==> config.mk <==
export PLATFORM = sky130hd
export DESIGN_NAME = mbd_queue
export DESIGN_NICKNAME = d
export VERILOG_FILES = /design/src/rtl/mbd_pkg.sv /design/src/rtl/mbd_queue.sv
export SDC_FILE = /design/constraint.sdc
export NUM_CORES = 1
export LEC_CHECK = 0
export ABC_AREA = 1
export BUFFER_PORTS_ARGS = -buffer_cell sky130_fd_sc_hd__buf_4
export CAP_MARGIN = 30
export CORE_MARGIN = 3
export CORE_UTILIZATION = 32
export DETAILED_ROUTE_END_ITERATION = 8
export RECOVER_POWER = 25
export SLEW_MARGIN = 20
export SYNTH_ARGS = -nofsm -noshare
export SYNTH_HDL_FRONTEND = slang
export SYNTH_SLANG_ARGS = --single-unit
==> constraint.sdc <==
create_clock -name clk -period 4.75 [get_ports clk]
set_input_delay 0.475 -clock clk [delete_from_list [all_inputs] [get_ports clk]]
set_output_delay 0.475 -clock clk [all_outputs]
set_load 0.005 [all_outputs]
==> src/rtl/mbd_pkg.sv <==
`default_nettype none

package mbd_pkg;

    // Level size limits and row store geometry
    localparam int MAX_WIDTH   = 4096;
    localparam int MAX_HEIGHT  = 4096;
    localparam int STORE_DEPTH = MAX_WIDTH / 2;
    localparam int IDX_W       = $clog2(STORE_DEPTH);
    localparam int COL_W       = $clog2(MAX_WIDTH);
    localparam int ROW_W       = $clog2(MAX_HEIGHT);

    // Pixel channels and pair sums
    localparam int CH_W    = 8;
    localparam int NUM_CH  = 4;
    localparam int PAIR_W  = CH_W + 1;
    localparam int STORE_W = NUM_CH * PAIR_W;
    localparam int NACT_W  = $clog2(NUM_CH + 1);

    // Configuration port
    localparam int CFG_W     = 13;
    localparam int CFG_IDX_W = 2;
    localparam int FMT_W     = 2;
    localparam logic [CFG_W-1:0] SIZE_RESET = CFG_W'(4096);

    // Register indexes
    localparam logic [CFG_IDX_W-1:0] REG_PIXEL_FORMAT = 2'd0;
    localparam logic [CFG_IDX_W-1:0] REG_SRC_WIDTH    = 2'd1;
    localparam logic [CFG_IDX_W-1:0] REG_SRC_HEIGHT   = 2'd2;

    // Pixel format codes
    localparam logic [FMT_W-1:0] FMT_ONE  = 2'd0;
    localparam logic [FMT_W-1:0] FMT_TWO  = 2'd1;
    localparam logic [FMT_W-1:0] FMT_FOUR = 2'd2;

    // Job queue between front and back
    localparam int QUEUE_DEPTH = 4;

    typedef enum logic {
        OP_WRITE,
        OP_READ
    } op_t;

    typedef logic [PAIR_W-1:0] pair_t;

    typedef struct packed {
        op_t                     op;
        logic [IDX_W-1:0]        idx;
        pair_t [NUM_CH-1:0]      pair;
        logic [FMT_W-1:0]        fmt;
        logic                    last;
    } job_t;

    // Round a size down to even and clamp it to 2..maxv
    function automatic logic [CFG_W-1:0] fit_size(input logic [CFG_W-1:0] v, input int maxv);
        logic [CFG_W-1:0] e;
        e = {v[CFG_W-1:1], 1'b0};
        if (e < CFG_W'(2))
        begin
            e = CFG_W'(2);
        end
        if (32'(e) > 32'(maxv))
        begin
            e = CFG_W'(maxv);
        end
        return e;
    endfunction

endpackage

`default_nettype wire

==> src/rtl/mbd_queue.sv <==
`default_nettype none

module mbd_queue (
    input  wire logic          clk,
    input  wire logic          rst_n,
    input  wire logic          push,
    input  wire mbd_pkg::job_t job_in,
    output logic               full,
    input  wire logic          pop,
    output mbd_pkg::job_t      job_out,
    output logic               empty
);

    import mbd_pkg::*;

    localparam int PTR_W = $clog2(QUEUE_DEPTH);

    job_t               entry_reg [QUEUE_DEPTH];
    logic [PTR_W-1:0]   wr_ptr_reg, wr_ptr_next;
    logic [PTR_W-1:0]   rd_ptr_reg, rd_ptr_next;
    logic [PTR_W:0]     count_reg,  count_next;
    logic               do_push;
    logic               do_pop;

    assign full    = (count_reg == (PTR_W+1)'(QUEUE_DEPTH));
    assign empty   = (count_reg == '0);
    assign do_push = push && !full;
    assign do_pop  = pop && !empty;
    assign job_out = entry_reg[rd_ptr_reg];

    // Pointer and fill count update
    always_comb
    begin
        wr_ptr_next = do_push ? wr_ptr_reg + 1'b1 : wr_ptr_reg;
        rd_ptr_next = do_pop ? rd_ptr_reg + 1'b1 : rd_ptr_reg;
        count_next  = count_reg;
        if (do_push && !do_pop)
        begin
            count_next = count_reg + 1'b1;
        end
        else if (do_pop && !do_push)
        begin
            count_next = count_reg - 1'b1;
        end
    end

    always_ff @(posedge clk or negedge rst_n)
    begin
        if (!rst_n)
        begin
            wr_ptr_reg <= '0;
            rd_ptr_reg <= '0;
            count_reg  <= '0;
        end
        else
        begin
            wr_ptr_reg <= wr_ptr_next;
            rd_ptr_reg <= rd_ptr_next;
            count_reg  <= count_next;
        end
    end

    // Entry storage
    always_ff @(posedge clk)
    begin
        if (do_push)
        begin
            entry_reg[wr_ptr_reg] <= job_in;
        end
    end

    a_count_bound: assert property (@(posedge clk) disable iff (!rst_n)
        count_reg <= (PTR_W+1)'(QUEUE_DEPTH))
        else $error("job queue overflow");

endmodule

`default_nettype wire

== Word-level counts from Yosys, hierarchy flattened ==
Memory sizes are Yosys's and may differ from the RTL's.
Index checks and enable logic that the tools add are counted.

* Add/sub/neg operators: 4
* Order comparisons: 0
* Bitwise logic cells: 0
* Shift-type cells: 0
* Equality and inequality tests: 1
* Divide/modulo/power cells: 0
* Reduce and logical (&&, ||, !) cells: 10
* Multiply operators: 0
* Muxes and demuxes: 4

{| class="wikitable"
|+ Operators by type and width
! kind !! count
|-
| $mux 3 || 2
|-
| $add 2x1->2 const B || 2
|-
| $logic_and 1x1->1 || 4
|-
| $logic_not 1->1 || 4
|-
| $add 3x1->3 const B || 1
|-
| $eq 3x3->1 const B || 1
|-
| $logic_not 3->1 || 1
|-
| $sub 3x1->3 const B || 1
|-
| $mux 1 || 2
|-
| $reduce_bool 2->1 || 1
|}

* Register bits: 7
* Memories kept: 1
* RAM bits: 204
* Bits in latches: 0
* Logic and storage cells: 23
* Memory bits (read-only): 0

{| class="wikitable"
|+ Memory list
! memory !! words !! bits a word !! rd ports !! clocked after Yosys merged registers in !! write ports !! line !! text
|-
| entry_reg || 4 || 51 || 1 || 0 || 1 || mbd_queue.sv:18 || <nowiki>job_t entry_reg [QUEUE_DEPTH];</nowiki>
|}

== Logic depth before layout (Yosys ltp) ==
Gate-level depths: netlist (run 1).

* Depth in word-level cells: 7
* Mapped depth: 12
* Mapped depth without buffers: 12

== Least setup slack after synthesis (run 1) ==
OpenSTA, ideal clock, no wires.

* Path type: register to register
* Start point: register count_reg[0]
* End point: memory entry_reg[0][0] in the netlist's numbering, enable pin
* Clock period less this slack: 3317 ps
* Cell stages (with the launch flop): 5
* Arrival time: 2857 ps
* Path slack: 1433 ps
* Buffers on the path: 0
* Setup time: 460 ps
* Path through: dfrtp_1 inv_2 nand3_1 nand2_1 nor2_1

* Cells in the longest elaborated chain, start to end: 5

{| class="wikitable"
|+ RTL lines
! element !! line !! text
|-
| start, declared || mbd_queue.sv:21 || <nowiki>logic [PTR_W:0] count_reg, count_next;</nowiki>
|-
| start signal, assigned || mbd_queue.sv:59 || <nowiki>count_reg <= count_next;</nowiki>
|-
| $eq 3x3->1 || mbd_queue.sv:25 || <nowiki>assign full = (count_reg == (PTR_W+1)'(QUEUE_DEPTH));</nowiki>
|-
| $logic_not 1->1 || mbd_queue.sv:27 || <nowiki>assign do_push = push && !full;</nowiki>
|-
| $logic_and 1x1->1 || mbd_queue.sv:27 ||
|-
| $mux 1 || mbd_queue.sv:66 || <nowiki>if (do_push)</nowiki>
|-
| $mux 1 (implied by the code) || mbd_queue.sv:68 || <nowiki>entry_reg[wr_ptr_reg] <= job_in;</nowiki>
|-
| end, declared || mbd_queue.sv:18 ||
|}

No other way between the ends.

==> flow_metrics.py, run 1 <==
metrics = {
    "clock_network": {
        "cts_buffers": 24,
        "clk_pin_slew_worst_paths_ps": 60,
        "clock-root-buffer": "clkbuf_16",
        "cts_tree": "yes",
        "htreeDepth": 1,
        "clock_path_buffers": 3,
        "clock_sinks": 211,
        "cts_setup_buffers": 0,
        "insertion_delay_ps": 500,
    },
    "critical_path": {
        "ff2ff_path_depth": 5,
        "r2r_slack_ps": 2220,
        "cp_slowest_stage_delay_ps": 560,
        "cp-start-kind": "flip-flop",
        "slowest_stage": "buf_4",
        "worst_setup_path_end_kind": "primary output",
        "cp_max_fo": 93,
        "required_ps": 4280,
        "cp.arrival_ps": 2530,
        "worstReg2RegEnd": "entry_reg[3][5]",
        "crit_type": "reg -> out",
        "timing.rr.start": "count_reg[0]",
        "crit_chain": "inv_6 -> buf_4 -> nand2_1 -> o211ai_1 -> nand2_1 -> buf_4",
    },
    "floorplanning": {
        "ios": 108,
        "die_area_um2": 29750,
        "coreArea_um2": 27100,
        "die_w_um": 172.5,
        "fp.dieH_um": 172.5,
        "rows": 60,
        "initial_core_util_pct": 32.73,
    },
    "sta": {
        "fin_crit_sh_pct": 63.18,
        "setup_violations": 0,
        "rsz0062_at_grt": "no",
        "fin_skew_ps": 8.022,
        "slew_headroom_pct": 36.34,
        "tns_ps": 0,
        "max_freq_ghz": 0.3332,
        "drv_slew": 0,
        "worstMarginPinSlew_ps": 955.0,
        "fin_crit_ps": 3001,
        "hold_ws_ps": 181.6,
        "hold_viol_final": 0,
        "fin_ws_ps": 1749,
    },
    "final_layout": {
        "layout-drive-gt1-share_pct": 23.63,
        "utilization_pct": 39.21,
        "fillers": 2571,
        "largest_reg_flops": 204,
        "nets": 828,
        "syn_to_final_growth_pct": 19.79,
        "diodes": 0,
    },
    "yosys": {
        "yosysTopAreaCell": "edfxtp_1",
        "synth.distinct_cells": 19,
        "syn-mean-instance-area_um2": 13.52,
        "seq_area_frac_synth_pct": 71.04,
        "yosysTopAreaCellShare_pct": 69.06,
        "netlist_instances": 656,
        "synth_seq_cells": 211,
        "synth_edf_count": 204,
        "synthArstFlopShare_pct": 3.318,
        "syn_area_um2": 8870,
        "synth_nets": 717,
        "yosys_warnings": 0,
        "synth_flop_cell": "edfxtp_1",
        "synth_commonest_cells": "204 x edfxtp_1, 171 x nand2_1, 114 x inv_1, 60 x o211ai_2, 42 x o211ai_1",
        "synth_area_leaders": "edfxtp_1 69%, o211ai_2 8.5%, nand2_1 7.2%",
        "synth.most_common_cell": "edfxtp_1",
    },
    "power_and_ir_drop": {
        "p_per_area_nw_per_um2": 610.0,
        "total_power_uw": 6482,
        "p_leak_uw": 0.004209,
        "ir_worst_vdd_uv": 603.2,
    },
    "detailed_routing": {
        "wire_per_inst_um": 14.93,
        "avgViaCountPerCell": 4.266,
        "drc": 0,
        "dr.max_layer_used": "met5",
        "wl_met3_um": 922,
        "drt_wl_total_mm": 17.25,
        "route.met2.wl_mm": 8.363,
        "wl_met1_mm": 7.595,
        "vias": 4927,
        "drt_iter0_markers": 256,
        "first_pass_iters": 4,
        "ant_nets": 0,
    },
    "placement": {
        "post-place-ws_ps": 2101,
        "gp_congestion": 0.6983,
        "dp_hpwl_mm": 10.68,
        "port-buffer-count": 107,
    },
    "grt": {
        "grt_pass1_wl_mm": 26.87,
        "grt_util_all_layers_pct": 11.58,
        "antenna_found_initial": 1,
        "grt_overflow": 0,
        "grt_pass1_vias": 4935,
        "grt_max_degree": 94,
    },
    "min_path": {
        "holdPathEnd": "entry_reg[0][42]",
        "whs_path_depth": 1,
        "hold_class": "in -> reg",
        "min-delay-start": "job_in[42]",
    },
    "run_status": {
        "status": "finished clean",
    },
    "job": {
        "drv_cap": 0,
    },
}
[worst max-delay path, delay by kind of cell, from the launching register on]
kind / cells / cell delay [ps]
buffers and inverters: 3 / 1230
AOI/OAI and AO/OA: 1 / 120
and+or+nand+nor: 2 / 190
DFF: 1 / 430
[layout by cell type, fill, tap and decap left out]
cell and n:
buf_12 2, clkinv_4 1, edfxtp_1 204, nor2_4 4, clkbuf_16 25, clkinv_2 4
nand2_1 171, ha_1 5, clkinvlp_4 2, dlygate4sd3_1 1, dfrtp_4 1, nand4_1 1
inv_6 1, xnor2_1 1, nand3_1 7, o21ai_0 1, o211ai_1 42, buf_4 80
inv_2 4, o211ai_2 60, inv_1 114, fa_1 1, clkbuf_1 41, clkinv_1 3
dfrtp_1 6, buf_16 1
[cell families after synthesis]
kind of cell               after synthesis  share of synthesized area (%)
adders and majority gates                6                         0.9310
AOI/OAI and AO/OA                      103                          12.07
DFF                                    211                          71.04
buffers and inverters                  152                          7.984
xor gates and xnor gates                 1                        0.09876
and+or+nand+nor                        183                          7.871
[where the power goes]
group          switching (uW)  internal [uW]  total, uW
sequential                103           2450       2560
combinational            1380            904       2280
clock                     683            960       1640
total                    2160           4320       6480
[what timing repair did]
| action | CTS | global route |
|---|---|---|
| hold endpoints to repair | 7 | 0 |
| hold buffers | 1 | 0 |
| resized for setup | 0 | 0 |
[layout make-up]
cell class	count	area, um2	share of cell area, %
multi-input cells	293	1891	17.79
clock inverters	10	55.05	0.5181
flip-flops and latches	211	6305	59.34
inverters	119	451.7	4.251
repair buffers	118	805.8	7.584
well taps	372	465.4	4.381
clock buffers	32	651.9	6.135
[routing by layer]
metal / global-route usage (%) / vias to the layer above
met4: 3.054 / 2
met5: 0 / -
met1: 15.08 / 2307
met3: 2.515 / 30
li1: - / 2497
met2: 19.68 / 91
[worst max path at each step]
stage,cells past startpoint,end,slack (ps),from
2_1_floorplan,4,entry_reg[0][0],1430,count_reg[0]
3_3_place_gp,5,entry_reg[0][24],2130,count_reg[0]
3_5_place_dp,5,entry_reg[3][43],2100,count_reg[0]
4_1_cts,6,job_out[23],1700,rd_ptr_reg[0]
5_1_grt,6,job_out[15],1520,rd_ptr_reg[0]
6_report,6,job_out[22],1750,rd_ptr_reg[0]
[stage by stage]
| stage | area (um2) | cells |
|---|---|---|
| floorplan | 8870 | 656 |
| global placement | 9988 | 1110 |
| detailed placement | 10010 | 1111 |
| CTS | 10730 | 1154 |
| global route | 10630 | 1155 |
| finish | 10630 | 1155 |
Note: power is estimated with default switching activity, not from simulation.
==> inputs of run 2 (changes only) <==
==> constraint.sdc (replaced) <==
create_clock -name clk -period 2.7 [get_ports clk]
set_input_delay 0.27 -clock clk [delete_from_list [all_inputs] [get_ports clk]]
set_output_delay 0.27 -clock clk [all_outputs]
set_load 0.005 [all_outputs]
==> flow_metrics.py, run 2 (synthesized netlist as in run 1, its figures left out) <==
metrics = {
    "run_status": {
        "status": "finished clean",
    },
    "detailed_routing": {
        "first_pass_iters": 4,
        "drt_iter0_markers": 242,
        "ant_nets": 0,
        "wire_per_inst_um": 14.32,
        "avgViaCountPerCell": 4.289,
        "drt_wl_total_mm": 17.32,
        "drc": 0,
        "vias": 5185,
    },
    "power_and_ir_drop": {
        "seqPwrFrac_pct": 39.2,
        "p_sw_uw": 3785,
        "p_leak_uw": 0.004456,
        "combPwrFrac_pct": 35.9,
        "swShare_pct": 32.77,
        "p_clk_share_pct": 24.9,
        "ir_worst_vdd_uv": 673.9,
        "p_int_uw": 7766,
        "p_per_area_nw_per_um2": 1032,
    },
    "grt": {
        "grt_pass1_vias": 5088,
        "grt_max_degree": 64,
        "grt_util_all_layers_pct": 11.60,
        "grt_pass1_wl_mm": 27.16,
        "antenna_found_initial": 1,
        "grt_overflow": 0,
    },
    "final_layout": {
        "layout.cells.non_filler": 1209,
        "fillers": 2534,
        "layout-drive-gt1-share_pct": 22.25,
        "syn_to_final_growth_pct": 26.18,
        "final_common_cell": "edfxtp_1",
        "nets": 884,
        "final_cell_mix": "204 x edfxtp_1, 171 x nand2_1, 114 x inv_1",
        "largest_reg_flops": 204,
    },
    "placement": {
        "dp_hpwl_mm": 10.20,
        "gp_congestion": 0.6944,
        "port-buffer-count": 107,
        "place_inst": 1118,
    },
    "clock_network": {
        "clk_pin_slew_worst_paths_ps": 60,
        "cts_tree": "yes",
        "clock_path_buffers": 3,
        "cts_buffers": 22,
        "clock_sinks": 211,
        "insertion_delay_ps": 490,
        "cts_setup_buffers": 0,
        "clock-root-buffer": "clkbuf_16",
        "htreeDepth": 1,
    },
    "floorplanning": {
        "die_area_um2": 29750,
        "initial_core_util_pct": 32.73,
        "die_w_um": 172.5,
        "rows": 60,
        "ios": 108,
        "coreArea_um2": 27100,
        "fp.dieH_um": 172.5,
    },
    "critical_path": {
        "cp-start-kind": "flip-flop",
        "cp_max_fo": 63,
        "cp.arrival_ps": 2130,
        "required_ps": 2430,
        "slowest_stage": "dfrtp_1",
        "crit_chain": "inv_6 -> buf_12 -> nand2_1 -> o211ai_1 -> nand2_1 -> buf_4",
        "worst_setup_path_end_kind": "primary output",
        "crit_top_cell": "nand2_1",
        "crit_type": "reg -> out",
        "cp_slowest_stage_delay_ps": 440,
    },
    "sta": {
        "hold_viol_final": 0,
        "tns_ps": 0,
        "rsz0062_at_grt": "no",
        "worstMarginPinSlew_ps": 552.9,
        "fin_crit_ps": 2401,
        "hold_ws_ps": 34.52,
        "fin_skew_ps": 6.941,
        "setup_violations": 0,
        "slew_headroom_pct": 63.14,
        "max_freq_ghz": 0.4165,
        "fin_crit_sh_pct": 88.93,
        "drv_slew": 0,
    },
    "min_path": {
        "hold_class": "in -> reg",
    },
    "job": {
        "drv_cap": 0,
    },
}
-- run 2: changes by cell type in the layout (fill, tap and decap cells not counted) --
| cell | before | now |
|---|---|---|
| clkinv_4 | 1 | 0 |
| clkinv_1 | 3 | 6 |
| clkinvlp_4 | 2 | 0 |
| clkbuf_1 | 41 | 38 |
| buf_4 | 80 | 86 |
| dlygate4sd3_1 | 1 | 53 |
| clkbuf_16 | 25 | 23 |
| bufinv_16 | 0 | 2 |
| clkinv_2 | 4 | 0 |
| buf_12 | 2 | 5 |
| buf_16 | 1 | 0 |
| diode_2 | 0 | 1 |
-- run 2: final timing paths --
check | startpoint | end | slack (ps) | cells after the start
max | rd_ptr_reg[0] | job_out[41] | 300 | 6
max in group asynchronous | rst_n | rd_ptr_reg[1] | 2150 | 2
min reg2reg | wr_ptr_reg[1] | wr_ptr_reg[1] | 530 | 2
min | pop | rd_ptr_reg[1] | 30 | 3
min in group asynchronous | rst_n | count_reg[1] | 220 | 2
max reg2reg | count_reg[0] | count_reg[2] | 650 | 12
-- run 2: through the flow --
step | area (um2) | utilization, % | setup WS [ps] | power [uW]
4_1_cts | 11310 | 41.73 | 250.0 | 11830
5_1_grt | 11190 | 41.30 | 51.23 | 12370
3_3_place_gp | 10100 | 37.26 | 813.4 | 8756
3_5_place_dp | 10100 | 37.26 | 746.4 | 8816
6_report | 11190 | 41.30 | 299.0 | 11550
2_1_floorplan | 8870 | - | -617.1 | 7160
-- run 2: final cells by class --
cell class              count  area (um2)  area share (%)
diodes                      1       2.502         0.02236
clock buffers              29       598.1           5.344
repair buffers            176        1396           12.48
well taps                 372       465.4           4.159
clock inverters             8       82.58          0.7378
inverters                 119       451.7           4.036
flip-flops and latches    211        6305           56.33
multi-input cells         293        1891           16.89
-- run 2: metal layers --
layer	wire (um)	track usage (%)
met2	8584	19.99
met1	7618	14.97
met5	0	0
met3	858	2.378
met4	257	3.054
-- run 2: worst max-delay path: cells and delay by family, from the launching register on --
family	cells	cell delay (ps)
AND/OR/NAND/NOR	2	170
buffers and inverters	3	870
flip-flops	1	440
AO/OA/AOI/OAI	1	90
-- run 2: what timing repair did --
item,CTS,global route
hold buffers,53,0
endpoints found under the hold margin,212,0
resized for setup,0,0
-- run 2: power by group through the flow --
stage / clock [uW] / combinational (uW) / sequential (uW)
detailed placement: 0 / 4220 / 4600
CTS: 2990 / 4300 / 4530
floorplan: 0 / 2590 / 4570
finish: 2880 / 4150 / 4530
global route: 3130 / 4660 / 4590
global placement: 0 / 4170 / 4580
==> inputs of run 3 (changes only) <==
--- a/config.mk
+++ b/config.mk
@@ -11,6 +11,7 @@
 export CORE_MARGIN = 3
 export CORE_UTILIZATION = 32
 export DETAILED_ROUTE_END_ITERATION = 8
+export PLACE_DENSITY = 0.56
 export RECOVER_POWER = 25
 export SLEW_MARGIN = 20
 export SYNTH_ARGS = -nofsm -noshare
==> flow_metrics.py, run 3 (synthesized netlist as in run 1, its figures left out) <==
metrics = {
    "grt": {
        "grt_pass1_wl_mm": 27.59,
        "grt_pass1_vias": 5139,
        "antenna_found_initial": 1,
        "grt_max_degree": 61,
        "grt_overflow": 0,
        "grt_util_all_layers_pct": 11.87,
    },
    "critical_path": {
        "worst_setup_path_end_kind": "primary output",
        "ff2ff_path_depth": 9,
        "cp.arrival_ps": 2160,
        "cp-start-kind": "flip-flop",
        "cp_max_fo": 35,
        "crit_type": "reg -> out",
        "required_ps": 2430,
    },
    "floorplanning": {
        "coreArea_um2": 27100,
        "fp.dieH_um": 172.5,
        "rows": 60,
        "ios": 108,
        "initial_core_util_pct": 32.73,
        "die_area_um2": 29750,
        "die_w_um": 172.5,
    },
    "sta": {
        "tns_ps": 0,
        "hold_ws_ps": 30.05,
        "drv_slew": 0,
        "rsz0062_at_grt": "no",
        "worstMarginPinSlew_ps": 517.8,
        "slew_headroom_pct": 65.48,
        "fin_crit_ps": 2430,
        "setup_violations": 0,
        "max_freq_ghz": 0.4115,
        "hold_viol_final": 0,
        "fin_skew_ps": 7.541,
        "fin_crit_sh_pct": 90.00,
    },
    "placement": {
        "dp_hpwl_mm": 11.00,
        "port-buffer-count": 107,
        "place_area_um2": 10080,
        "gp_congestion": 0.7390,
    },
    "detailed_routing": {
        "vias": 5227,
        "wire_per_inst_um": 14.68,
        "avgViaCountPerCell": 4.306,
        "drt_iter0_markers": 275,
        "ant_nets": 0,
        "drt_wl_total_mm": 17.82,
        "first_pass_iters": 4,
        "drc": 0,
    },
    "power_and_ir_drop": {
        "p_sw_uw": 3869,
        "p_per_area_nw_per_um2": 1032,
        "swShare_pct": 33.48,
        "combPwrFrac_pct": 35.2,
        "seqPwrFrac_pct": 39.6,
        "p_leak_uw": 0.004471,
        "p_int_uw": 7689,
        "ir_worst_vdd_uv": 455.0,
        "p_clk_share_pct": 25.2,
    },
    "clock_network": {
        "htreeDepth": 1,
        "cts_tree": "yes",
        "clk_pin_slew_worst_paths_ps": 60,
        "cts_hold_buffers": 52,
        "insertion_delay_ps": 500,
        "clock-root-buffer": "clkbuf_16",
        "clock_path_buffers": 3,
        "cts.repair.resized": 0,
        "cts_buffers": 24,
        "cts_setup_buffers": 0,
        "clock_sinks": 211,
    },
    "final_layout": {
        "syn_to_final_growth_pct": 26.22,
        "fillers": 2554,
        "diodes": 0,
        "final_cell_mix": "204 x edfxtp_1, 171 x nand2_1, 114 x inv_1",
        "layout-drive-gt1-share_pct": 23.28,
        "design_area_um2": 11200,
        "final_common_cell": "edfxtp_1",
        "largest_reg_flops": 204,
        "nets": 886,
    },
    "job": {
        "drv_cap": 0,
    },
    "run_status": {
        "status": "finished clean",
    },
    "min_path": {
        "hold_class": "in -> reg",
        "whs_path_depth": 3,
    },
}
-- run 3: changes by cell type in the layout (fill, tap and decap cells not counted), moves of 2 or more --
cell,change
clkinvlp_4,+2
clkbuf_1,-2
bufinv_16,-2
buf_4,+5
buf_12,-2
clkinv_2,+5
clkbuf_16,+2
-- run 3: path summary, 6_finish.rpt --
kind                          startpoint             to  slack (ps)
hold / removal                      push  wr_ptr_reg[0]          30
setup / recovery           rd_ptr_reg[1]     job_out[1]         270
min in group asynchronous          rst_n  rd_ptr_reg[0]         240
hold reg to reg             count_reg[2]   count_reg[2]         540
max in group asynchronous          rst_n  rd_ptr_reg[1]        2130
setup reg to reg            count_reg[0]   count_reg[1]         580
-- run 3: metal layers --
layer | up-vias | global-route usage (%) | part of all wire (%)
met3 | 32 | 2.561 | 4.2
met5 | - | 0 | 0.073
li1 | 2601 | - | -
met2 | 87 | 19.58 | 46
met1 | 2505 | 15.91 | 47
met4 | 2 | 3.263 | 2.1
-- run 3: power groups by stage --
| stage | Sequential [uW] | Combinational [uW] | Clock (uW) |
|---|---|---|---|
| 2_1_floorplan | 4570 | 2590 | 0 |
| 3_3_place_gp | 4640 | 4110 | 0 |
| 3_5_place_dp | 4650 | 4140 | 0 |
| 4_1_cts | 4590 | 4220 | 3010 |
| 5_1_grt | 4640 | 4580 | 3130 |
| 6_report | 4580 | 4070 | 2910 |
-- run 3: per-stage QoR --
stage          util, %  setup WS [ps]  power, uW  cells
2_1_floorplan        -         -617.1       7160    656
3_3_place_gp     37.20          658.9       8743   1119
3_5_place_dp     37.20          582.7       8797   1119
4_1_cts          41.73          183.0      11820   1214
5_1_grt          41.31          121.4      12350   1214
6_report         41.31          270.1      11560   1214
-- run 3: layout make-up --
type                    instances  area, um2  area share (%)
multi-input cells             293       1891           16.89
flip-flops and latches        211       6305           56.31
repair buffers                176       1376           12.29
clock buffers                  31      648.1           5.789
inverters                     119      451.7           4.034
clock inverters                12      58.81          0.5253
well taps                     372      465.4           4.157
-- run 3: critical path: stages (launching register included) --
cell and delay [ps]:
dfrtp_4 660, inv_2 110, buf_4 440, o211ai_1 200, nand2_1 110, buf_4 110
