==> src/rtl/mbd_pkg.sv <==
`default_nettype none

package mbd_pkg;

    // Level size limits and row store geometry
    localparam int MAX_WIDTH   = 4096;
    localparam int MAX_HEIGHT  = 4096;
    localparam int STORE_DEPTH = MAX_WIDTH / 2;
    localparam int IDX_W       = $clog2(STORE_DEPTH);
    localparam int COL_W       = $clog2(MAX_WIDTH);
    localparam int ROW_W       = $clog2(MAX_HEIGHT);

    // Pixel channels and pair sums
    localparam int CH_W    = 8;
    localparam int NUM_CH  = 4;
    localparam int PAIR_W  = CH_W + 1;
    localparam int STORE_W = NUM_CH * PAIR_W;
    localparam int NACT_W  = $clog2(NUM_CH + 1);

    // Configuration port
    localparam int CFG_W     = 13;
    localparam int CFG_IDX_W = 2;
    localparam int FMT_W     = 2;
    localparam logic [CFG_W-1:0] SIZE_RESET = CFG_W'(4096);

    // Register indexes
    localparam logic [CFG_IDX_W-1:0] REG_PIXEL_FORMAT = 2'd0;
    localparam logic [CFG_IDX_W-1:0] REG_SRC_WIDTH    = 2'd1;
    localparam logic [CFG_IDX_W-1:0] REG_SRC_HEIGHT   = 2'd2;

    // Pixel format codes
    localparam logic [FMT_W-1:0] FMT_ONE  = 2'd0;
    localparam logic [FMT_W-1:0] FMT_TWO  = 2'd1;
    localparam logic [FMT_W-1:0] FMT_FOUR = 2'd2;

    // Job queue between front and back
    localparam int QUEUE_DEPTH = 4;

    typedef enum logic {
        OP_WRITE,
        OP_READ
    } op_t;

    typedef logic [PAIR_W-1:0] pair_t;

    typedef struct packed {
        op_t                     op;
        logic [IDX_W-1:0]        idx;
        pair_t [NUM_CH-1:0]      pair;
        logic [FMT_W-1:0]        fmt;
        logic                    last;
    } job_t;

    // Round a size down to even and clamp it to 2..maxv
    function automatic logic [CFG_W-1:0] fit_size(input logic [CFG_W-1:0] v, input int maxv);
        logic [CFG_W-1:0] e;
        e = {v[CFG_W-1:1], 1'b0};
        if (e < CFG_W'(2))
        begin
            e = CFG_W'(2);
        end
        if (32'(e) > 32'(maxv))
        begin
            e = CFG_W'(maxv);
        end
        return e;
    endfunction

endpackage

`default_nettype wire

==> src/rtl/mbd_front.sv <==
`default_nettype none

module mbd_front (
    input  wire logic                          clk,
    input  wire logic                          rst_n,
    input  wire logic                          cfg_write_en,
    input  wire logic [mbd_pkg::CFG_IDX_W-1:0] cfg_index,
    input  wire logic [mbd_pkg::CFG_W-1:0]     cfg_data,
    input  wire logic                          in_valid,
    output logic                               in_stall,
    input  wire logic [mbd_pkg::CH_W-1:0]      pix_c0,
    input  wire logic [mbd_pkg::CH_W-1:0]      pix_c1,
    input  wire logic [mbd_pkg::CH_W-1:0]      pix_c2,
    input  wire logic [mbd_pkg::CH_W-1:0]      pix_c3,
    input  wire logic                          queue_full,
    output logic                               push,
    output mbd_pkg::job_t                      job
);

    import mbd_pkg::*;

    logic [FMT_W-1:0]                fmt_reg,    fmt_next;
    logic [CFG_W-1:0]                width_reg,  width_next;
    logic [CFG_W-1:0]                height_reg, height_next;
    logic [COL_W-1:0]                col_reg,    col_next;
    logic [ROW_W-1:0]                row_reg,    row_next;
    logic [NUM_CH-1:0][CH_W-1:0]     held_reg,   held_next;

    logic [CFG_W-1:0]                w;
    logic [CFG_W-1:0]                h;
    logic [COL_W-1:0]                col_eff;
    logic [ROW_W-1:0]                row_eff;
    logic [COL_W:0]                  col_inc;
    logic [ROW_W:0]                  row_inc;
    logic [NUM_CH-1:0][CH_W-1:0]     pix;
    logic                            accept;

    assign pix      = {pix_c3, pix_c2, pix_c1, pix_c0};
    assign accept   = in_valid && !queue_full;
    assign in_stall = queue_full;

    // Effective size and position; a stale count past the size wraps to zero
    always_comb
    begin
        w       = fit_size(width_reg, MAX_WIDTH);
        h       = fit_size(height_reg, MAX_HEIGHT);
        col_eff = (32'(col_reg) >= 32'(w)) ? '0 : col_reg;
        row_eff = (32'(row_reg) >= 32'(h)) ? '0 : row_reg;
    end

    // Classify the pixel: right pixel of a pair becomes a store write or a read
    always_comb
    begin
        for (int k = 0; k < NUM_CH; k++)
        begin
            job.pair[k] = PAIR_W'(held_reg[k]) + PAIR_W'(pix[k]);
        end
        job.op   = row_eff[0] ? OP_READ : OP_WRITE;
        job.idx  = col_eff[COL_W-1:1];
        job.fmt  = fmt_reg;
        job.last = (32'(row_eff) == 32'(h) - 32'd1) && (32'(col_eff) == 32'(w) - 32'd1);
        push     = accept && col_eff[0];
    end

    // Next state: config writes, held pixel, raster counters
    always_comb
    begin
        fmt_next    = fmt_reg;
        width_next  = width_reg;
        height_next = height_reg;
        col_next    = col_reg;
        row_next    = row_reg;
        held_next   = held_reg;
        col_inc     = {1'b0, col_eff} + 1'b1;
        row_inc     = {1'b0, row_eff} + 1'b1;

        if (cfg_write_en)
        begin
            unique case (cfg_index)
                REG_PIXEL_FORMAT: fmt_next    = cfg_data[FMT_W-1:0];
                REG_SRC_WIDTH:    width_next  = cfg_data;
                REG_SRC_HEIGHT:   height_next = cfg_data;
                default:          ;
            endcase
        end

        if (accept)
        begin
            if (!col_eff[0])
            begin
                held_next = pix;
            end
            if (32'(col_inc) >= 32'(w))
            begin
                col_next = '0;
                row_next = (32'(row_inc) >= 32'(h)) ? '0 : row_inc[ROW_W-1:0];
            end
            else
            begin
                col_next = col_inc[COL_W-1:0];
                row_next = row_eff;
            end
        end
    end

    always_ff @(posedge clk or negedge rst_n)
    begin
        if (!rst_n)
        begin
            fmt_reg    <= FMT_FOUR;
            width_reg  <= SIZE_RESET;
            height_reg <= SIZE_RESET;
            col_reg    <= '0;
            row_reg    <= '0;
            held_reg   <= '0;
        end
        else
        begin
            fmt_reg    <= fmt_next;
            width_reg  <= width_next;
            height_reg <= height_next;
            col_reg    <= col_next;
            row_reg    <= row_next;
            held_reg   <= held_next;
        end
    end

    // The final output pixel always comes from a store read
    a_last_is_read: assert property (@(posedge clk) disable iff (!rst_n)
        push && job.last |-> job.op == OP_READ)
        else $error("last pixel flagged on a store write");

    // Left pixel of a pair is captured for the next transfer
    a_held_capture: assert property (@(posedge clk) disable iff (!rst_n)
        accept && !col_eff[0] |=> held_reg == $past(pix))
        else $error("held pixel not captured");

endmodule

`default_nettype wire

==> config.mk <==
export PLATFORM = sky130hd
export DESIGN_NAME = mbd_front
export DESIGN_NICKNAME = d
export VERILOG_FILES = /design/src/rtl/mbd_pkg.sv /design/src/rtl/mbd_front.sv
export SDC_FILE = /design/constraint.sdc
export NUM_CORES = 1
export LEC_CHECK = 0
export ABC_CLOCK_PERIOD_IN_PS = 9250
export BUFFER_PORTS_ARGS = -buffer_cell sky130_fd_sc_hd__buf_2
export CAP_MARGIN = 30
export CORE_ASPECT_RATIO = 1.25
export CORE_UTILIZATION = 63
export DETAILED_ROUTE_END_ITERATION = 6
export GPL_TIMING_DRIVEN = 0
export PLACE_DENSITY = 0.86
export SLEW_MARGIN = 20
export SYNTH_ARGS = -nofsm -noshare
export SYNTH_HDL_FRONTEND = slang
export SYNTH_SLANG_ARGS = --single-unit
==> constraint.sdc <==
create_clock -name clk -period 9.25 [get_ports clk]
set_input_delay 1.3875 -clock clk [delete_from_list [all_inputs] [get_ports clk]]
set_output_delay 1.3875 -clock clk [all_outputs]
set_load 0.005 [all_outputs]
Yosys cells after proc, flatten, opt, wreduce, memory -nomap -nowiden
Cells that the tools add are included.
{"block": "word_totals", "reg_bits": 84, "input_bits": 52, "output_inout_bits": 53, "word_cells": 49}
{"block": "classes", "addsub": 8, "n_lt_le_gt_ge": 8, "n_eq_ne": 4, "n_mux": 10, "bitwise_logic": 1, "reduce_logical": 9}
{"operator": "12-bit by 32-bit equality test with 1-bit output", "count": 2}
{"operator": "12-bit two-way mux", "count": 5}
{"operator": "13-bit two-way mux", "count": 4}
{"operator": "8-bit by 8-bit adder with 9-bit output", "count": 4}
{"operator": "13-bit by 1-bit subtractor with 14-bit output, second input constant", "count": 2}
{"operator": "12-bit by 1-bit adder with 13-bit output, second input constant", "count": 2}
{"operator": "12-bit by 13-bit greater-or-equal comparator with 1-bit output", "count": 2}
{"operator": "13-bit greater-or-equal comparator", "count": 2}
{"operator": "13-bit greater-than comparator, second input constant", "count": 2}
{"operator": "13-bit by 2-bit less-than comparator with 1-bit output, second input constant", "count": 2}
{"operator": "2-bit AND reduction", "count": 4}
{"operator": "1-bit logical AND", "count": 3}
{"operator": "2-bit by 1-bit equality test with 1-bit output, second input constant", "count": 1}
{"operator": "2-bit equality test, second input constant", "count": 1}
{"operator": "2-bit zero test", "count": 1}
{"operator": "1-bit zero test", "count": 1}
{"operator": "1-bit two-way mux", "count": 1}
{"operator": "1-bit inverter", "count": 1}

Longest topological paths before layout
Gate-level depths: netlist (run 1).
{"block": "depth", "word_depth": 10, "depth_mapped": 28}

Least setup slack after synthesis (run 1)
OpenSTA, ideal clock, no wires.
{"block": "synth_path", "kind": "flip-flop to flip-flop", "from": "register height_reg[9]", "to": "register row_reg[10]", "arrival_ns": 5.787, "path_slack_ns": 3.337, "path_stages_with_launch": 28, "n_path_buf": 4, "cell_sequence": "dfrtp_1 -> clkbuf_1 -> or4_1 -> nor3_1 -> o21ai_0 -> inv_1 -> ha_1 -> nor2b_1 -> o21a_1 -> o41ai_2 -> a211oi_2 -> clkbuf_1 -> clkbuf_1 -> nor2_1 -> ha_1 -> nand3_1 -> nor2_1 -> nand3_1 -> xor2_1 -> nor2_1 -> ha_1 -> nand4_1 -> or4_1 -> o311a_1 -> and2_4 -> and2_1 -> buf_2 -> a221o_1"}
{"block": "synth_between", "elab_chain_len": 10}
{"element": "start: declaration", "line_no": "mbd_front.sv:24", "text": "logic [CFG_W-1:0] height_reg, height_next;"}
{"element": "start signal: assignment", "line_no": "mbd_front.sv:121", "text": "height_reg <= height_next;"}
{"element": "13-bit by 2-bit less-than comparator with 1-bit output", "line_no": "mbd_pkg.sv:58", "text": "if (e < CFG_W'(2))"}
{"element": "13-bit two-way mux *", "line_no": "mbd_pkg.sv:58"}
{"element": "13-bit greater-than comparator", "line_no": "mbd_pkg.sv:62", "text": "if (32'(e) > 32'(maxv))"}
{"element": "13-bit two-way mux *", "line_no": "mbd_pkg.sv:62"}
{"element": "12-bit by 13-bit greater-or-equal comparator with 1-bit output", "line_no": "mbd_front.sv:48", "text": "row_eff = (32'(row_reg) >= 32'(h)) ? '0 : row_reg;"}
{"element": "12-bit two-way mux", "line_no": "mbd_front.sv:48"}
{"element": "12-bit by 1-bit adder with 13-bit output", "line_no": "mbd_front.sv:75", "text": "row_inc = {1'b0, row_eff} + 1'b1;"}
{"element": "13-bit greater-or-equal comparator", "line_no": "mbd_front.sv:96", "text": "row_next = (32'(row_inc) >= 32'(h)) ? '0 : row_inc[ROW_W-1:0];"}
{"element": "12-bit two-way mux", "line_no": "mbd_front.sv:96"}
{"element": "12-bit two-way mux *", "line_no": "mbd_front.sv:93", "text": "if (32'(col_inc) >= 32'(w))"}
{"element": "end signal: assignment", "line_no": "mbd_front.sv:123", "text": "row_reg <= row_next;"}
{"element": "end: declaration", "line_no": "mbd_front.sv:26", "text": "logic [ROW_W-1:0] row_reg, row_next;"}
Mark *: on every way between the ends. The rest lies on a longest branch, timed or not.
A chain may end at the register's enable or synchronous reset.

Worst setup path after layout (run 1)
{"block": "layout_path", "from": "register width_reg[4]", "to": "register row_reg[5]"}
{"block": "layout_between", "elab_chain_len": 9}
{"element": "start: declaration", "line_no": "mbd_front.sv:23", "text": "logic [CFG_W-1:0] width_reg, width_next;"}
{"element": "start signal: assignment", "line_no": "mbd_front.sv:120", "text": "width_reg <= width_next;"}
{"element": "13-bit by 2-bit less-than comparator with 1-bit output", "line_no": "mbd_pkg.sv:58"}
{"element": "13-bit two-way mux *", "line_no": "mbd_pkg.sv:58"}
{"element": "13-bit greater-than comparator", "line_no": "mbd_pkg.sv:62"}
{"element": "13-bit two-way mux *", "line_no": "mbd_pkg.sv:62"}
{"element": "12-bit by 13-bit greater-or-equal comparator with 1-bit output", "line_no": "mbd_front.sv:47", "text": "col_eff = (32'(col_reg) >= 32'(w)) ? '0 : col_reg;"}
{"element": "12-bit two-way mux", "line_no": "mbd_front.sv:47"}
{"element": "12-bit by 1-bit adder with 13-bit output", "line_no": "mbd_front.sv:74", "text": "col_inc = {1'b0, col_eff} + 1'b1;"}
{"element": "13-bit greater-or-equal comparator *", "line_no": "mbd_front.sv:93"}
{"element": "12-bit two-way mux *", "line_no": "mbd_front.sv:93"}
Marked as above.

==> results of run 1 <==
## metal layers
layer | GRT usage (%) | vias to the layer above | part of all wire [%]
li1 | - | 3080 | -
met1 | 36.1 | 3109 | 39
met2 | 57.7 | 256 | 51
met3 | 5.93 | 84 | 5.5
met4 | 17.1 | 0 | 4.9
met5 | 0 | - | 0
## area by class of cell
cell class / instances / share of cell area (%)
Buffer: 34 / 1.82
Clock buffer: 9 / 2.76
Clock inverter: 7 / 0.950
Inverter: 49 / 2.25
Multi-Input combinational cell: 614 / 58.3
Sequential cell: 82 / 25.2
Tap cell: 135 / 2.07
Timing Repair Buffer: 105 / 6.65
## per-stage QoR
step	utilization (%)	total power, mW	hold slack [ns]
final	73.7	2.26	0.503
after CTS	73.7	2.25	0.505
after global routing	73.7	2.44	0.529
after floorplan	-	1.47	0.485
after global placement	70.7	1.82	0.492
after detailed placement	71.0	1.87	0.494
## critical path, stage by stage (launching register included)
cell and delay (ns):
dfrtp_1 0.45, nor4_1 0.72, a41oi_1 0.26, nor2_1 0.37
ha_1 0.19, nand4b_1 0.10, a31o_2 0.29, a21oi_1 0.68
clkbuf_1 0.45, nor2_1 0.14, ha_1 0.25, and3_1 0.24
and4_1 0.23, nand2_1 0.08, xor2_1 0.22, nor2_1 0.08
ha_1 0.33, a21oi_1 0.16, nor2b_1 0.07, or3_1 0.30
o211ai_1 0.19, a21oi_1 0.12, a21o_1 0.16, buf_2 0.18
o21ai_1 0.58, a22o_1 0.24
## logic make-up (layout without fill, tap and decap cells)
family,after synthesis,after routing,share of synthesized area (%)
simple gates,236,236,17.6
compound gates,173,173,16.9
fa+ha+maj,86,86,15.5
buf+inv,83,204,4.65
flops,82,82,28.7
mux,61,61,9.50
xor+xnor,58,58,7.10
## worst min-delay path by stage
| stage | to | slack [ns] | startpoint |
|---|---|---|---|
| after floorplan | held_reg[0] | 0.48 | held_reg[0] |
| after global placement | fmt_reg[0] | 0.49 | fmt_reg[0] |
| after detailed placement | fmt_reg[0] | 0.49 | fmt_reg[0] |
| after CTS | fmt_reg[0] | 0.51 | fmt_reg[0] |
| after global routing | held_reg[8] | 0.53 | held_reg[8] |
| final | fmt_reg[0] | 0.50 | fmt_reg[0] |
## report_power, final
| group | leakage (nW) | switching, mW | internal [mW] |
|---|---|---|---|
| Combinational | 2.70 | 0.692 | 0.617 |
| Sequential | 0.993 | 0.109 | 0.474 |
| Clock | 0.146 | 0.156 | 0.211 |
| Total | 3.84 | 0.957 | 1.30 |
## cells in the final DEF, fill, tap and decap left out, types with 5 or more instances in the layout
cell type and count:
ha_1 82, mux2i_1 6, nand2_1 54, a21oi_1 40, xnor2_1 37, and2_1 13, o21bai_1 9, nand4_1 15
a22o_1 11, nor2b_1 10, a31oi_1 5, nor4_1 9, clkbuf_16 9, a211oi_1 7, nand3_1 17, a21o_1 18
nand2b_1 5, dfrtp_1 79, inv_1 47, buf_2 111, or3_1 5, o21ai_0 32, clkbuf_1 22, nor2_1 57
nor3_1 9, o41ai_1 7, and3_1 6, xor2_1 21, mux2_2 55
==> impl_summary.log, run 1 <==
[metrics] status: complete, no violations
[metrics] number of cells produced by synthesis: 779
[metrics] Post-Route Skew: 0.0140 ns
[metrics] Worst Setup Start Kind: flop
[metrics] worst setup margin: 2.10 ns
[metrics] measured slew at the worst slew-check pin: 0.866 ns
[metrics] total standard cell area after synthesis: 7150 um^2
[metrics] total number of vias: 6529
[metrics] maximum number of pins on one net before global-route repair: 46
[metrics] buffer type at the clock tree root: clkbuf_16
[metrics] crit end category: flop
[metrics] worst reg2reg endpoint: row_reg[5]
[metrics] share of post-route cells with drive strength above 1: 23.7%
[metrics] final WL: 18200 um
[metrics] post-route DRC violation count: 0
[metrics] Final Net Count: 1033
[metrics] first-pass iteration count of the detailed router: 5
[metrics] Worst IR Drop VDD: 0.119 mV
[metrics] post-synthesis register bit count: 82
[metrics] power density over the cells: 277 nW/um^2
[metrics] Final Instance Area: 8170 um^2
[metrics] # resized after CTS: 0
[metrics] number of setup violations in the final report: 0
[metrics] hold violation total from the final report: 0
[metrics] final standard cell count with taps included and fillers excluded: 1035
[metrics] Worst EP required: 9.53 ns
[metrics] max-cap viol count: 0
[metrics] length in cells of the worst reg-to-reg path: 25
[metrics] max-slew violation count: 0
[metrics] DIE AREA: 11800 um^2
[metrics] area growth from synthesis to final layout: 14.2%
[metrics] CTS tree: done
[metrics] number of buffers added for setup after CTS: 0
[metrics] overall fraction of global-route tracks in use: 32.1%
[metrics] GR Overflow Total: 0
[metrics] number of flops mapped to enable cells by yosys: 0
[metrics] Worst Setup SP: width_reg[4]
[metrics] via density per instance: 6.31
[metrics] Crit Path Max Fanout: 10
[metrics] combined flip-flop and latch cell area: 2060 um^2
[metrics] largest cells by area after synthesis: dfrtp_1 (28%), ha_1 (14%), mux2_2 (8.7%)
[metrics] routed len/inst: 17.6 um
[metrics] H-tree level count: 3
[metrics] unrepaired setup endpoints after global routing: no
[metrics] leading cell type by number of instances after synthesis: ha_1
[metrics] Detail Placement HPWL: 14100 um
[metrics] Setup Crit Path Kind: reg -> reg
[metrics] number of placement rows: 43
[metrics] leading area contributor after synthesis: dfrtp_1
[metrics] number of antenna diodes: 0
[metrics] number of buffer cells added on primary ports: 104
[metrics] Setup TNS: 0 ns
[metrics] FFs w/ async S/R, synth: 100%
[metrics] Post-Place Setup Slack: 2.34 ns
[metrics] Synth warnings: 0
[metrics] headroom to the max-slew limit: 42.3%
[metrics] worst path arrival time: 7.43 ns
[metrics] via count of the first global-routing pass: 6435
[metrics] average instance area after synthesis: 9.18 um^2
[metrics] leading post-synthesis cells by instance count: ha_1 (82), dfrtp_1 (79), nor2_1 (57)
[metrics] IO Count: 105
[metrics] reg-to-reg setup timing slack: 2.10 ns
[metrics] placed insts: 1019
[metrics] number of flip-flops in the largest register: 32
[metrics] clk_lat worst skew: 0.36 ns
[metrics] achievable frequency: 140 MHz
[metrics] ratio of final minimum period to clock period: 77.3%
[metrics] post-synth top area share: 27.6%
[metrics] minimum clock period: 7.15 ns
[metrics] endpoint of the worst setup timing path: row_reg[5]
[metrics] die outline height: 121 um
[metrics] total area of multi-input combinational cells: 4760 um^2
[metrics] cell area reported after detailed placement: 7860 um^2
[metrics] Unique masters post-synth: 77
[metrics] Core Area: 11100 um^2
[metrics] Final GP Congestion: 0.923
[metrics] violation count after the first detailed-route iteration: 539
[metrics] number of buffers created by CTS: 9
[metrics] starting density of the core: 64.5%
[metrics] global-route wire length before repair: 30300 um
[metrics] number of antenna violations at the first check in global routing: 0
[metrics] filler instances: 834
[metrics] class of the tightest hold or removal check: reg -> reg
[metrics] most common flop cell mapped by yosys: dfrtp_1
[metrics] number of nets produced by synthesis: 917
[metrics] number of nets still failing antenna checks after routing: 0
[metrics] number of cells on the worst hold path: 1
[metrics] clk buf depth: 2
[metrics] sequential-to-total area share from yosys stat: 28.7%
[metrics] Leakage Power: 3.84 nW
[metrics] chip width: 97.3 um
[metrics] Clock transition at path regs: 0.06 ns
[metrics] sink count of the clock tree: 82
[metrics] source of the worst register-to-register timing path: width_reg[4]
[metrics] CTS Hold Buffers Added: 0
No activity file was read; power rests on OpenSTA's default activity.
==> run 2: changes to the inputs <==
--- a/config.mk
+++ b/config.mk
@@ -5,14 +5,15 @@
 export SDC_FILE = /design/constraint.sdc
 export NUM_CORES = 1
 export LEC_CHECK = 0
-export ABC_CLOCK_PERIOD_IN_PS = 9250
+export ABC_AREA = 1
+export ABC_CLOCK_PERIOD_IN_PS = 6700
 export BUFFER_PORTS_ARGS = -buffer_cell sky130_fd_sc_hd__buf_2
 export CAP_MARGIN = 30
 export CORE_ASPECT_RATIO = 1.25
-export CORE_UTILIZATION = 63
+export CORE_UTILIZATION = 59
 export DETAILED_ROUTE_END_ITERATION = 6
 export GPL_TIMING_DRIVEN = 0
-export PLACE_DENSITY = 0.86
+export PLACE_DENSITY = 0.81
 export SLEW_MARGIN = 20
 export SYNTH_ARGS = -nofsm -noshare
 export SYNTH_HDL_FRONTEND = slang
==> constraint.sdc (replaced) <==
create_clock -name clk -period 6.7 [get_ports clk]
set_input_delay 1.005 -clock clk [delete_from_list [all_inputs] [get_ports clk]]
set_output_delay 1.005 -clock clk [all_outputs]
set_load 0.005 [all_outputs]
==> run 2 against run 1 <==
  * Utilization down 4.3 points
  * Register-to-register slack worse by 1.1 ns
  * Cell count up 25%
  * Via count up 9.1%
  * Largest power group unchanged
  * Synthesized area up 3.7%
  * Critical path depth up 3
  * Critical endpoint is now row_reg[4]
  * Largest cell class unchanged
  * Wire length up 5.0%
==> impl_summary.log, run 2 <==
[metrics] status: complete, no violations
[metrics] number of flip-flops in the largest register: 32
[metrics] length in cells of the worst reg-to-reg path: 28
[metrics] placed insts: 1279
[metrics] post-synthesis register bit count: 82
[metrics] source of the worst register-to-register timing path: width_reg[5]
[metrics] Synth warnings: 0
[metrics] leading area contributor after synthesis: dfrtp_1
[metrics] crit end category: flop
[metrics] DIE AREA: 13000 um^2
[metrics] power density over the cells: 426 nW/um^2
[metrics] ratio of final minimum period to clock period: 85.8%
[metrics] worst reg2reg endpoint: row_reg[4]
[metrics] number of antenna violations at the first check in global routing: 0
[metrics] IO Count: 105
[metrics] via density per instance: 5.50
[metrics] Final Instance Area: 8480 um^2
[metrics] Finished Core Util: 69.4%
[metrics] Clock transition at path regs: 0.07 ns
[metrics] max-cap viol count: 0
[metrics] endpoint of the worst setup timing path: row_reg[4]
[metrics] chip width: 102 um
[metrics] # resized after CTS: 0
[metrics] Worst EP required: 6.95 ns
[metrics] Unique masters post-synth: 50
[metrics] maximum number of pins on one net before global-route repair: 52
[metrics] largest cells by area after synthesis: dfrtp_1 (27%), ha_1 (14%), nand2_1 (11%)
[metrics] worst setup margin: 0.954 ns
[metrics] share of post-route cells with drive strength above 1: 17.7%
[metrics] Most common cell on crit path: nand2_1
[metrics] Final GP Congestion: 0.943
[metrics] CTS Hold Buffers Added: 0
[metrics] met2 GRT Util: 54.6%
[metrics] overall fraction of global-route tracks in use: 31.3%
[metrics] starting density of the core: 60.7%
[metrics] post-route DRC violation count: 0
[metrics] leading post-synthesis cells by instance count: nand2_1 (217), inv_1 (167), nor2_1 (91)
[metrics] measured slew at the worst slew-check pin: 0.939 ns
[metrics] hold violation total from the final report: 0
[metrics] number of antenna diodes: 0
[metrics] Worst Setup SP: width_reg[5]
[metrics] number of buffers added for setup after CTS: 0
[metrics] final WL: 19100 um
[metrics] Setup Crit Path Kind: reg -> reg
[metrics] CTS tree: done
[metrics] total number of vias: 7123
[metrics] routed len/inst: 14.8 um
[metrics] sink count of the clock tree: 82
[metrics] post-synth top area share: 26.6%
[metrics] Leakage Power: 4.58 nW
[metrics] via count of the first global-routing pass: 6917
[metrics] busiest layer in global routing: met2
[metrics] Crit Path Max Fanout: 10
[metrics] class of the tightest hold or removal check: reg -> reg
[metrics] first-pass iteration count of the detailed router: 7
[metrics] Worst IR Drop VDD: 0.278 mV
[metrics] unrepaired setup endpoints after global routing: no
[metrics] achievable frequency: 174 MHz
[metrics] die outline height: 127 um
[metrics] number of cells on the worst hold path: 2
[metrics] global-route wire length before repair: 31800 um
[metrics] number of nets produced by synthesis: 1148
[metrics] total standard cell area after synthesis: 7420 um^2
[metrics] Post-Place Setup Slack: 1.10 ns
[metrics] most common flop cell mapped by yosys: dfrtp_1
[metrics] total chip power: 3.62 mW
[metrics] GR Layer Usage met1: 35.9%
[metrics] Post-Route Skew: 0.00949 ns
[metrics] reg-to-reg setup timing slack: 0.95 ns
[metrics] buffer type at the clock tree root: clkbuf_16
[metrics] Worst Setup Start Kind: flop
[metrics] Setup TNS: 0 ns
[metrics] sequential-to-total area share from yosys stat: 27.7%
[metrics] met3 usage in global routing: 5.53%
[metrics] leading cell type in the layout, fill and taps excluded: nand2_1
[metrics] headroom to the max-slew limit: 36.5%
[metrics] Core Area: 12200 um^2
[metrics] clk buf depth: 2
[metrics] number of cells produced by synthesis: 1010
[metrics] top library cells by usage in the layout, fill and taps aside: nand2_1 (217), inv_1 (167), buf_2 (106)
[metrics] cell area reported after detailed placement: 8170 um^2
[metrics] delay of the slowest critical-path stage: 0.44 ns
[metrics] number of setup violations in the final report: 0
[metrics] area growth from synthesis to final layout: 14.3%
[metrics] number of placement rows: 45
[metrics] max-slew violation count: 0
[metrics] hold_ws: 0.496 ns
[metrics] Final Net Count: 1264
[metrics] violation count after the first detailed-route iteration: 526
[metrics] clk_lat worst skew: 0.35 ns
[metrics] Detail Placement HPWL: 15300 um
[metrics] worst path arrival time: 6.00 ns
[metrics] number of flops mapped to enable cells by yosys: 0
[metrics] FFs w/ async S/R, synth: 100%
[metrics] minimum clock period: 5.75 ns
[metrics] GR Overflow Total: 0
[metrics] cell with the largest stage delay on the worst path: dfrtp_1
[metrics] number of nets still failing antenna checks after routing: 0
[metrics] number of buffer cells added on primary ports: 104
[metrics] average instance area after synthesis: 7.34 um^2
[metrics] H-tree level count: 3
[metrics] final standard cell count with taps included and fillers excluded: 1295
[metrics] leading cell type by number of instances after synthesis: nand2_1
[metrics] number of buffers created by CTS: 9
## run 2: cell types whose count changed in the layout (fill, tap and decap cells not counted), sizes merged, moves of 13 or more
cell    change
o21ai      +23
a21o       -13
inv       +126
nand3      +44
nand4      +13
xor2       +13
xnor2      -28
nand2     +167
mux2       -26
clkbuf     -15
nor2       +46
## run 2: how the worst min path moves through the flow
stage                            from          end  slack (ns)
after CTS                  fmt_reg[1]   fmt_reg[1]        0.50
after floorplan           held_reg[6]  held_reg[6]        0.47
final                      fmt_reg[1]   fmt_reg[1]        0.50
after global placement     fmt_reg[1]   fmt_reg[1]        0.48
after detailed placement   fmt_reg[1]   fmt_reg[1]        0.49
after global routing       fmt_reg[1]   fmt_reg[1]        0.52
## run 2: critical path: cells and delay by family (launching register included)
| family | cells | cell delay [ns] |
|---|---|---|
| xor gates and xnor gates | 1 | 0.26 |
| buffers and inverters | 2 | 0.43 |
| DFF | 1 | 0.44 |
| AOI/OAI and AO/OA | 5 | 0.80 |
| adders and majority gates | 3 | 0.85 |
| and+or+nand+nor | 17 | 2.85 |
## run 2: per-layer routing
metal  vias to the layer above  routed length [um]
met5                         -                   0
met4                         0                 958
met3                        65                1190
met2                       266                9440
met1                      3249                7530
li1                       3543                   -
## run 2: kinds of logic after synthesis
family	Yosys count	synth area share [%]
XOR/XNOR	43	5.18
buffers and inverters	190	10.2
AND/OR/NAND/NOR	444	27.0
adder cells (fa/ha/maj)	86	14.9
flip-flops	82	27.7
AO/OA/AOI/OAI	136	10.6
multiplexers	29	4.40
## run 2: cell type report
class / instances / area (um^2)
Multi-Input combinational cell: 738 / 4610
Fill cell: 1033 / 3740
Sequential cell: 82 / 2060
Inverter: 171 / 642
Timing Repair Buffer: 105 / 551
Clock buffer: 9 / 225
Tap cell: 164 / 205
Buffer: 19 / 113
Clock inverter: 7 / 82.6
## run 2: power breakdown
group	leakage [nW]	switching (mW)	total (mW)	internal, mW
logic	3.42	1.35	2.27	0.923
clock network	0.150	0.234	0.530	0.296
registers	1.01	0.142	0.815	0.673
total	4.58	1.72	3.62	1.89
